### src/design/vsno_pkg.sv
// shared constants and types for the six-neighbour occlusion block
package vsno_pkg;

	localparam int MAX_WIDTH_DEF = 64;
	localparam int MAX_DEPTH_DEF = 64;

	// size floor for every volume register, height ceiling and reset size
	localparam int SIZE_MIN   = 3;
	localparam int HEIGHT_MAX = 255;
	localparam int SIZE_RESET = 18;

	localparam int DENS_W  = 8;
	localparam int POSX_W  = 6;
	localparam int POSY_W  = 8;
	localparam int POSZ_W  = 6;
	localparam int CIDX_W  = 2;
	localparam int CDATA_W = 8;

	// sum of six 8-bit values, and floor(s / 6) as (s * 1366) >> 13, exact for s < 2048
	localparam int SUM_W      = 11;
	localparam int DIV6_SHIFT = 13;
	localparam logic [SUM_W-1:0] DIV6_MUL = 11'd1366;

	typedef enum logic [CIDX_W-1:0] {
		REG_WIDTH  = 2'd0,
		REG_DEPTH  = 2'd1,
		REG_HEIGHT = 2'd2
	} cfg_reg_t;

	// per-item flags from the raster tracker
	typedef struct packed {
		logic result;
		logic last;
	} tap_flags_t;

endpackage

### src/design/vsno_kernel.sv
// six-neighbour mean by reciprocal multiply, minus centre, clamped at zero
module vsno_kernel (
	input  logic [vsno_pkg::DENS_W-1:0] centre,
	input  logic [vsno_pkg::DENS_W-1:0] up,
	input  logic [vsno_pkg::DENS_W-1:0] down,
	input  logic [vsno_pkg::DENS_W-1:0] east,
	input  logic [vsno_pkg::DENS_W-1:0] west,
	input  logic [vsno_pkg::DENS_W-1:0] north,
	input  logic [vsno_pkg::DENS_W-1:0] south,
	output logic [vsno_pkg::DENS_W-1:0] occ
);

	localparam int PW = 2 * vsno_pkg::SUM_W;

	logic [vsno_pkg::SUM_W-1:0]  sum;
	logic [PW-1:0]               prod;
	logic [vsno_pkg::DENS_W-1:0] mean;

	always_comb begin
		sum = vsno_pkg::SUM_W'(up) + vsno_pkg::SUM_W'(down)
			+ vsno_pkg::SUM_W'(east) + vsno_pkg::SUM_W'(west)
			+ vsno_pkg::SUM_W'(north) + vsno_pkg::SUM_W'(south);
		prod = PW'(sum) * PW'(vsno_pkg::DIV6_MUL);
		mean = prod[vsno_pkg::DIV6_SHIFT +: vsno_pkg::DENS_W];
		occ  = (mean > centre) ? mean - centre : '0;
	end

endmodule

### config.mk
export PLATFORM = sky130hd
export DESIGN_NAME = vsno_kernel
export DESIGN_NICKNAME = d
export VERILOG_FILES = /design/src/design/vsno_pkg.sv /design/src/design/vsno_kernel.sv
export SDC_FILE = /design/constraint.sdc
export NUM_CORES = 1
export LEC_CHECK = 0
export BUFFER_PORTS_ARGS = -buffer_cell sky130_fd_sc_hd__clkbuf_2
export CORE_MARGIN = 10
export CORE_UTILIZATION = 40
export DETAILED_ROUTE_END_ITERATION = 10
export GPL_TIMING_DRIVEN = 0
export PLACE_DENSITY = 0.67
export SKIP_LAST_GASP = 1
export SLEW_MARGIN = 20
export SYNTH_ARGS = -nofsm -noshare
export SYNTH_HDL_FRONTEND = slang
export SYNTH_SLANG_ARGS = --single-unit
### constraint.sdc
create_clock -name vclk -period 9.7
set_input_delay 0 -clock vclk [all_inputs]
set_output_delay 0 -clock vclk [all_outputs]
set_load 0.1 [all_outputs]
==> metrics.md <==
| Metric | Value |
|---|---|
| Status | finished, final reports clean |
| GRT overflow | 0 |
| DR vias | 2673 |
| Synth top area share | 0.3350 |
| Sequential Area | 0 um2 |
| Final hold viol count | 0 |
| Crit path kind | in2out |
| Cell taking the most area after synthesis | fa_1 |
| Ratio of cells with drive above 1 in the final layout | 0.1590 |
| Synthesized instance count | 395 |
| Placeable Area | 8341 um2 |
| Fmax | 110.6 MHz |
| FILL cells | 827 |
| Max incr delay on CP | 0.53 ns |
| Max_cap viols | 0 |
| # DRC | 0 |
| ANT nets after route | 0 |
| Post-layout minimum cycle time | 9.038 ns |
| Diode count | 0 |
| Sequential cells | 0 |
| All-Layer GR Usage | 0.1035 |
| Drt wl/cell | 11.64 um |
| RSZ-0062 raised after global routing | no |
| Critical Path AT | 9.04 ns |
| Die extent in y | 113.1 um |
| Post-CTS Hold Fix Bufs | 0 |
| Synth area leaders | fa_1, ha_1, inv_1, xnor2_1, a21oi_1 |
| Mapped Nets | 586 |
| Setup-failing EPs final | 0 |
| Number of clock buffers in the layout | 0 |
| DRT iter0 DRCs | 98 |
| Max-slew violation count | 0 |
| Final RePlAce weighted congestion | 0.8500 |
| Slowest cell on crit path | fa_1 |
| Initial antenna violation count | 0 |
| Worst-path maximum fanout | 8 |
| Ports | 64 |
| Post-CTS setup buffer count | 0 |
| Vias per inst | 4.739 |
| Port buffer count | 64 |
| Crit end category | primary output |
| Rows | 33 |
| Final period utilization | 0.9317 |
| Syn Std Cell Area | 3466 um2 |
| Worst hold slack | 0.5655 ns |
| Cell variety after synth | 41 |
| Tightest Pin Transition | 0.5854 ns |
| Starting density of the core | 0.4155 |
| YS warnings | 0 |
| Req. time, crit path | 9.70 ns |
| Largest net degree at the start of global routing | 9 |
| Worst Hold Class | in2out |
| Relative slew margins | 0.6083 |
| Drt pass-1 iters | 4 |
| Die footprint | 12790 um2 |
| Syn avg cell area | 8.774 um2 |
| Hpwl dp | 6339 um |
| Layout area overhead | 13.79% |
| Nets | 652 |
| Vias in the first global route | 2813 |
| Total Wirelength | 6567 um |
| First-pass GRT wire length | 11940 um |
| CP startpoint kind | input port |
| Sequential fraction of the synthesis area | 0 |
| Die W | 113.1 um |
==> path summary, 6_finish.rpt <==
path                  start      to  slack (ns)  depth (start not counted)
setup / recovery      up[2]  occ[3]        0.66                         38
hold / removal    centre[0]  occ[0]        0.57                          4
==> synth_stat cells, types with 2 or more instances <==
cell type / n
a211oi_1: 3
o21a_1: 3
nor3b_1: 2
a21o_1: 4
fa_1: 58
nand4_1: 3
xnor2_1: 13
nor2b_1: 7
o21ai_1: 3
ha_1: 77
a21oi_1: 14
nand2_1: 5
or3_1: 2
nand2b_1: 3
xor2_1: 7
nand3_1: 4
o31a_1: 2
o21ai_0: 9
nor2_1: 12
inv_1: 137
a311oi_1: 2
nor3_1: 6
==> worst max-delay path: cells and delay by family <==
kind,cells,cell delay (ns)
fa+ha+maj,12,5.07
simple gates,5,0.62
buf+inv,10,1.01
compound gates,9,1.83
xor+xnor,2,0.49
==> area by class of cell <==
| type | count | area, um2 | area share |
|---|---|---|---|
| Inverter | 137 | 514.2 | 0.1304 |
| Timing Repair Buffer | 64 | 330.3 | 0.08376 |
| Tap cell | 105 | 131.4 | 0.03331 |
| Multi-Input combinational cell | 257 | 2964 | 0.7516 |
| Buffer | 1 | 3.754 | 0.0009518 |
==> cell families after synthesis <==
| group | count (synthesis) | synth area share |
|---|---|---|
| AOI/OAI and AO/OA | 50 | 0.09928 |
| xor gates and xnor gates | 20 | 0.05054 |
| adders and majority gates | 135 | 0.6130 |
| buffers and inverters | 138 | 0.1495 |
| muxes | 1 | 0.002888 |
| and+or+nand+nor | 51 | 0.08484 |
==> cells in the final DEF, fill, tap and decap left out, types with 2 or more instances in the layout <==
| master | instances |
|---|---|
| inv_1 | 137 |
| ha_1 | 77 |
| fa_1 | 58 |
| clkbuf_2 | 56 |
| a21oi_1 | 13 |
| xnor2_1 | 13 |
| nor2_1 | 12 |
| o21ai_0 | 9 |
| nor2b_1 | 7 |
| nor3_1 | 6 |
| xor2_1 | 6 |
| nand2_1 | 5 |
| a21o_1 | 4 |
| nand3_1 | 4 |
| buf_2 | 4 |
| buf_4 | 4 |
| nand2b_1 | 3 |
| o21ai_1 | 3 |
| nand4_1 | 3 |
| o21a_1 | 3 |
| a211oi_1 | 3 |
| o31a_1 | 2 |
| or3_1 | 2 |
| a21oi_2 | 2 |
| a311oi_1 | 2 |
==> layer usage <==
layer,track usage,vias up,share of wire
met2,0.1801,45,0.51
li1,-,1363,-
met5,0,-,0
met1,0.1449,1265,0.46
met3,0.005283,0,0.032
met4,0.001692,0,0
==> timing repair <==
item                                    CTS  global route
endpoints found under the hold margin     0             0
gates resized for setup                   0            18
endpoints found under the setup margin    0             8
==> stage by stage <==
stage | area (um2) | TNS [ns] | setup WS, ns | std cells | utilization
global placement | 3923 | 0 | 0.3871 | 564 | 0.4703
CTS | 3923 | 0 | 0.2568 | 564 | 0.4703
detailed placement | 3923 | 0 | 0.2750 | 564 | 0.4703
finish | 3944 | 0 | 0.6621 | 564 | 0.4728
floorplan | 3471 | -1.046 | -0.3486 | 395 | -
global route | 3944 | 0 | 0.003298 | 564 | 0.4728
Power is left out: the tool's default activity adds up to more than one toggle a clock period on the data nets, which glitch-free logic cannot reach.
