### config.mk
export PLATFORM = sky130hd
export DESIGN_NAME = vsno_raster
export DESIGN_NICKNAME = d
export VERILOG_FILES = /design/src/design/vsno_pkg.sv /design/src/design/vsno_raster.sv
export SDC_FILE = /design/constraint.sdc
export NUM_CORES = 1
export LEC_CHECK = 0
export BUFFER_PORTS_ARGS = -buffer_cell sky130_fd_sc_hd__buf_2
export CAP_MARGIN = 40
export CORE_ASPECT_RATIO = 1.4
export CORE_UTILIZATION = 35
export DETAILED_ROUTE_END_ITERATION = 8
export GPL_TIMING_DRIVEN = 0
export PLACE_DENSITY_LB_ADDON = 0.12
export SYNTH_ARGS = -nofsm -noshare
export SYNTH_HDL_FRONTEND = slang
export SYNTH_SLANG_ARGS = --single-unit
### constraint.sdc
create_clock -name clk -period 2.8 [get_ports clk]
set_input_delay 0.56 -clock clk [delete_from_list [all_inputs] [get_ports clk]]
set_output_delay 0.56 -clock clk [all_outputs]
set_load 0.005 [all_outputs]
### src/design/vsno_pkg.sv
// shared constants and types for the six-neighbour occlusion block
package vsno_pkg;

	localparam int MAX_WIDTH_DEF = 64;
	localparam int MAX_DEPTH_DEF = 64;

	// size floor for every volume register, height ceiling and reset size
	localparam int SIZE_MIN   = 3;
	localparam int HEIGHT_MAX = 255;
	localparam int SIZE_RESET = 18;

	localparam int DENS_W  = 8;
	localparam int POSX_W  = 6;
	localparam int POSY_W  = 8;
	localparam int POSZ_W  = 6;
	localparam int CIDX_W  = 2;
	localparam int CDATA_W = 8;

	// sum of six 8-bit values, and floor(s / 6) as (s * 1366) >> 13, exact for s < 2048
	localparam int SUM_W      = 11;
	localparam int DIV6_SHIFT = 13;
	localparam logic [SUM_W-1:0] DIV6_MUL = 11'd1366;

	typedef enum logic [CIDX_W-1:0] {
		REG_WIDTH  = 2'd0,
		REG_DEPTH  = 2'd1,
		REG_HEIGHT = 2'd2
	} cfg_reg_t;

	// per-item flags from the raster tracker
	typedef struct packed {
		logic result;
		logic last;
	} tap_flags_t;

endpackage

### src/design/vsno_raster.sv
// volume size registers, raster counters, plane store addresses and result flags
module vsno_raster #(
	parameter int MAX_WIDTH = vsno_pkg::MAX_WIDTH_DEF,
	parameter int MAX_DEPTH = vsno_pkg::MAX_DEPTH_DEF,
	localparam int XA = $clog2(MAX_WIDTH),
	localparam int ZA = $clog2(MAX_DEPTH),
	localparam int AW = 1 + ZA + XA
) (
	input  logic                          clk,
	input  logic                          arst_n,
	input  logic                          cfg_wr,
	input  logic [vsno_pkg::CIDX_W-1:0]   cfg_idx,
	input  logic [vsno_pkg::CDATA_W-1:0]  cfg_wdata,
	input  logic                          step,
	output logic [XA-1:0]                 cur_x,
	output logic [ZA-1:0]                 cur_z,
	output logic [7:0]                    cur_y,
	output vsno_pkg::tap_flags_t          flags,
	output logic [AW-1:0]                 addr_wr,
	output logic [AW-1:0]                 addr_here,
	output logic [AW-1:0]                 addr_east,
	output logic [AW-1:0]                 addr_north,
	output logic [AW-1:0]                 addr_south
);

	localparam int WW = XA + 1;
	localparam int DW = ZA + 1;
	localparam int W_RST = (vsno_pkg::SIZE_RESET > MAX_WIDTH) ? MAX_WIDTH : vsno_pkg::SIZE_RESET;
	localparam int D_RST = (vsno_pkg::SIZE_RESET > MAX_DEPTH) ? MAX_DEPTH : vsno_pkg::SIZE_RESET;

	logic [WW-1:0] w_q;
	logic [DW-1:0] d_q;
	logic [7:0]    h_q;
	logic [XA-1:0] x_q;
	logic [ZA-1:0] z_q;
	logic [7:0]    y_q;

	logic [31:0]   w_raw, d_raw, h_raw;
	logic [WW-1:0] w_new;
	logic [DW-1:0] d_new;
	logic [7:0]    h_new;
	logic          x_wrap, z_wrap, y_wrap;
	logic          slot;

	// clamp the written size into its legal range
	always_comb begin
		w_raw = 32'(cfg_wdata[6:0]);
		d_raw = 32'(cfg_wdata[6:0]);
		h_raw = 32'(cfg_wdata);
		if (w_raw < 32'(vsno_pkg::SIZE_MIN)) begin
			w_new = WW'(vsno_pkg::SIZE_MIN);
		end else if (w_raw > 32'(MAX_WIDTH)) begin
			w_new = WW'(MAX_WIDTH);
		end else begin
			w_new = WW'(w_raw);
		end
		if (d_raw < 32'(vsno_pkg::SIZE_MIN)) begin
			d_new = DW'(vsno_pkg::SIZE_MIN);
		end else if (d_raw > 32'(MAX_DEPTH)) begin
			d_new = DW'(MAX_DEPTH);
		end else begin
			d_new = DW'(d_raw);
		end
		if (h_raw < 32'(vsno_pkg::SIZE_MIN)) begin
			h_new = 8'(vsno_pkg::SIZE_MIN);
		end else if (h_raw > 32'(vsno_pkg::HEIGHT_MAX)) begin
			h_new = 8'(vsno_pkg::HEIGHT_MAX);
		end else begin
			h_new = 8'(h_raw);
		end
	end

	always_ff @(posedge clk or negedge arst_n) begin
		if (!arst_n) begin
			w_q <= WW'(W_RST);
			d_q <= DW'(D_RST);
			h_q <= 8'(vsno_pkg::SIZE_RESET);
		end else if (cfg_wr) begin
			unique case (vsno_pkg::cfg_reg_t'(cfg_idx))
				vsno_pkg::REG_WIDTH:  w_q <= w_new;
				vsno_pkg::REG_DEPTH:  d_q <= d_new;
				vsno_pkg::REG_HEIGHT: h_q <= h_new;
				default: ;
			endcase
		end
	end

	assign x_wrap = WW'(x_q) >= w_q - WW'(1);
	assign z_wrap = DW'(z_q) >= d_q - DW'(1);
	assign y_wrap = y_q >= h_q - 8'd1;

	always_ff @(posedge clk or negedge arst_n) begin
		if (!arst_n) begin
			x_q <= '0;
			z_q <= '0;
			y_q <= '0;
		end else if (step) begin
			if (x_wrap) begin
				x_q <= '0;
				if (z_wrap) begin
					z_q <= '0;
					y_q <= y_wrap ? 8'd0 : y_q + 8'd1;
				end else begin
					z_q <= z_q + ZA'(1);
				end
			end else begin
				x_q <= x_q + XA'(1);
			end
		end
	end

	// the incoming item sits one plane above the centre voxel
	always_comb begin
		flags.result = (y_q >= 8'd2) && (y_q <= h_q - 8'd1)
			&& (x_q != '0) && (WW'(x_q) <= w_q - WW'(2))
			&& (z_q != '0) && (DW'(z_q) <= d_q - DW'(2));
		flags.last = (WW'(x_q) == w_q - WW'(2)) && (DW'(z_q) == d_q - DW'(2))
			&& (y_q == h_q - 8'd1);
	end

	// current slot holds plane y-2 until overwritten, the other one plane y-1
	assign slot       = y_q[0];
	assign addr_wr    = {slot, z_q, x_q};
	assign addr_here  = {~slot, z_q, x_q};
	assign addr_east  = {~slot, z_q, x_q + XA'(1)};
	assign addr_north = {~slot, z_q + ZA'(1), x_q};
	assign addr_south = {~slot, z_q - ZA'(1), x_q};

	assign cur_x = x_q;
	assign cur_z = z_q;
	assign cur_y = y_q;

endmodule

==> flow_summary_export.csv <==
group,metric,value,unit
placement,numPortBuffers,99,
worst_setup_path,cp_data_required_time,2.24,ns
drt,drc,0,
floorplanning,dieArea,10900,um2
sta,setup_viol,2,
yosys,synth-seq-cells,42,
worst_setup_path,crit_type,"reg2out",
clock_network,cts_tree,"done",
grt,grt_pass1_vias,3083,
floorplanning,dieHeight,123,um
yosys,syn_inst,412,
drt,routed_wl,9460,um
finish,final_util,46.6,%
yosys,syn-num-nets,470,
clock_network,clk_latency,0.29,ns
pwr,irDropWorstVdd,0.244,mV
finish,area_delta_synth_final,30.3,%
clock_network,path_clk_slew,0.06,ns
sta,setup_tns,-0.615,ns
sta,setup_ws,-0.353,ns
yosys,yosys-top-cells-area,"dfrtp_1 (24%), ha_1 (15%), buf_4 (9.6%)",
floorplanning,die_w,88.7,um
floorplanning,core_area,10300,um2
sta,rsz0062_at_grt,"yes",
sta,relSlewSlack,65.6,%
sta,fin_crit,3.15,ns
yosys,synth-seq-area-share,28.7,%
sta,tightest_slew,0.511,ns
worst_setup_path,cp.arrival,2.59,ns
floorplanning,ioPinCount,101,
clock_network,ctsHoldBuffers,0,
hold_path,min_path_type,"in2async",
yosys,syn_area_per_cell,8.94,um2
sta,finClkSkew,0.00566,ns
yosys,synthTopCellsByCount,"buf_4 (47), ha_1 (44), nand2_1 (43)",
yosys,synth_cell_types,52,
drt,dr_total_vias,3227,
run,cap_violations,0,
yosys,synth_edf_count,0,
worst_setup_path,crit_buf_inv,2,
worst_setup_path,critPathLaunchType,"flip-flop",
floorplanning,fp-row-count,44,
worst_setup_path,cp-end-kind,"primary output",
worst_setup_path,path_delay_family,"simple AND/OR/NAND/NOR gates",
grt,grt_use_total,17.7,%
yosys,synth_ff_type,"dfrtp_1",
clock_network,cts_inserted_buffers,5,
clock_network,cts_root_buffer,"clkbuf_16",
finish,fin_nets,591,
drt,avgRoutedWirePerCell,14.1,um
grt,grt_antenna_before_repair,0,
clock_network,htreeDepth,2,
placement,dp_slack,-0.320,ns
worst_setup_path,max_stage_delay,0.56,ns
status,violations,"setup timing",
worst_setup_path,slowest_stage,"dfstp_2",
sta,fmax,317,MHz
placement,place.gp.congestion,0.799,
yosys,synth_top_area_share,24.4,%
sta,timing.hold.ws,0.203,ns
sta,hold_viol_final,0,
yosys,yosysWarnings,0,
drt,ant_nets,0,
pwr,p_leak,0.00241,uW
grt,overflow,0,
yosys,synth-async-reset-ratio,100,%
sta,fin_crit_sh,113,%
grt,grt_max_degree,28,
pwr,pwr_density_cell,770,nW/um2
status,status,"complete, but fails checks",
floorplanning,initial_core_util,35.8,%
clock_network,clockBufferDepth,2,
finish,drive_above_1_share,41.8,%
drt,drt_iter0_markers,99,
grt,grt_pass1_wl,14800,um
yosys,yosysTopAreaCell,"dfrtp_1",
worst_setup_path,path_cells,"inv_2 -> ha_4 -> nor3b_4 -> xnor2_1 -> ha_1 -> nand3_2 -> or3_4 -> o311ai_2 -> nand4_1 -> a31oi_1 -> buf_2",
yosys,synth.most_common_cell,"buf_4",
finish,num_antenna_cells,0,
yosys,synthesis.area,3680,um2
worst_setup_path,path_max_fanout,2,
sta,maxSlewViolCount,0,
drt,drt-pass1-iter-count,4,
drt,viasPerCell,4.80,
clock_network,cts.sink_count,42,
placement,dp_hpwl,7110,um
## cells by family after synthesis
logic type	Yosys count	synth area share (%)
AND/OR/NAND/NOR	129	18.5
buffers and inverters	80	13.5
AO/OA/AOI/OAI	73	12.8
adder cells (fa/ha/maj)	44	14.9
flip-flops	42	28.7
XOR/XNOR	35	8.52
multiplexers	9	3.06
## cell usage in the layout, fill, tap and decap left out, drive strengths merged, types with 2 or more instances in the layout
master / instances
o21bai: 3
o21ai: 27
or2: 2
a211o: 6
nor3: 10
clkbuf: 11
buf: 167
clkinv: 2
nand3: 17
nor2b: 5
o22ai: 5
ha: 44
nand2b: 10
inv: 20
xor2: 14
a21o: 4
nor2: 19
dfrtp: 36
dfstp: 6
xnor2: 21
nand3b: 3
and3: 2
or3: 2
nor4: 3
mux2: 8
a32o: 6
nand2: 44
a21oi: 14
nand4: 5
nor3b: 3
a31oi: 4
## flip-flops by register name, indices dropped and copies added, names as in the netlist
name and flops:
d_q 7, cur_x 6, cur_z 6, h_q 8, cur_y 8, w_q 7
## where the power goes
| group | switching [uW] | internal [uW] |
|---|---|---|
| sequential | 234 | 726 |
| combinational | 965 | 1100 |
| clock | 247 | 418 |
| total | 1450 | 2250 |
## final timing paths
| check | startpoint | endpoint | slack (ns) | cells past startpoint |
|---|---|---|---|---|
| min reg2reg | w_q[1] | w_q[1] | 0.50 | 2 |
| max | d_q[1] | flags[1] | -0.35 | 11 |
| max reg2reg | h_q[3] | cur_y[7] | 0.07 | 12 |
| max in group asynchronous | arst_n | w_q[4] | 2.02 | 2 |
| min | arst_n | cur_x[3] | 0.20 | 1 |
| min in group clk | w_q[1] | w_q[1] | 0.50 | 2 |
## stage by stage
| stage | std cells | cell area, um2 | power (uW) |
|---|---|---|---|
| 2_1_floorplan | 412 | 3680 | 2200 |
| 3_3_place_gp | 649 | 4350 | 2860 |
| 3_5_place_dp | 650 | 4370 | 2900 |
| 4_1_cts | 665 | 4660 | 3640 |
| 5_1_grt | 672 | 4800 | 4030 |
| 6_report | 672 | 4800 | 3690 |
## layer usage
metal / GRT usage [%] / up-vias / wire [um]
met2: 33.6 / 63 / 5060
met4: 5.34 / 0 / 112
li1: - / 1619 / -
met1: 20.0 / 1537 / 4020
met5: 0 / - / 0
met3: 2.47 / 8 / 271
## timing repair
item | 4_1_cts | 5_1_grt
resized for setup | 18 | 20
cloned | 0 | 2
pin swaps | 8 | 6
setup endpoints to repair | 6 | 16
setup buffers | 7 | 5
## cell type report
type | count | area (um2)
fill | 1016 | 5500
multi-input combinational | 291 | 2280
sequential | 42 | 1060
timing repair buffer | 113 | 611
buffer | 60 | 434
tap | 138 | 173
clock buffer | 5 | 125
inverter | 20 | 75.1
clock inverter | 3 | 40.0
Note: power is estimated with default switching activity, not from simulation.
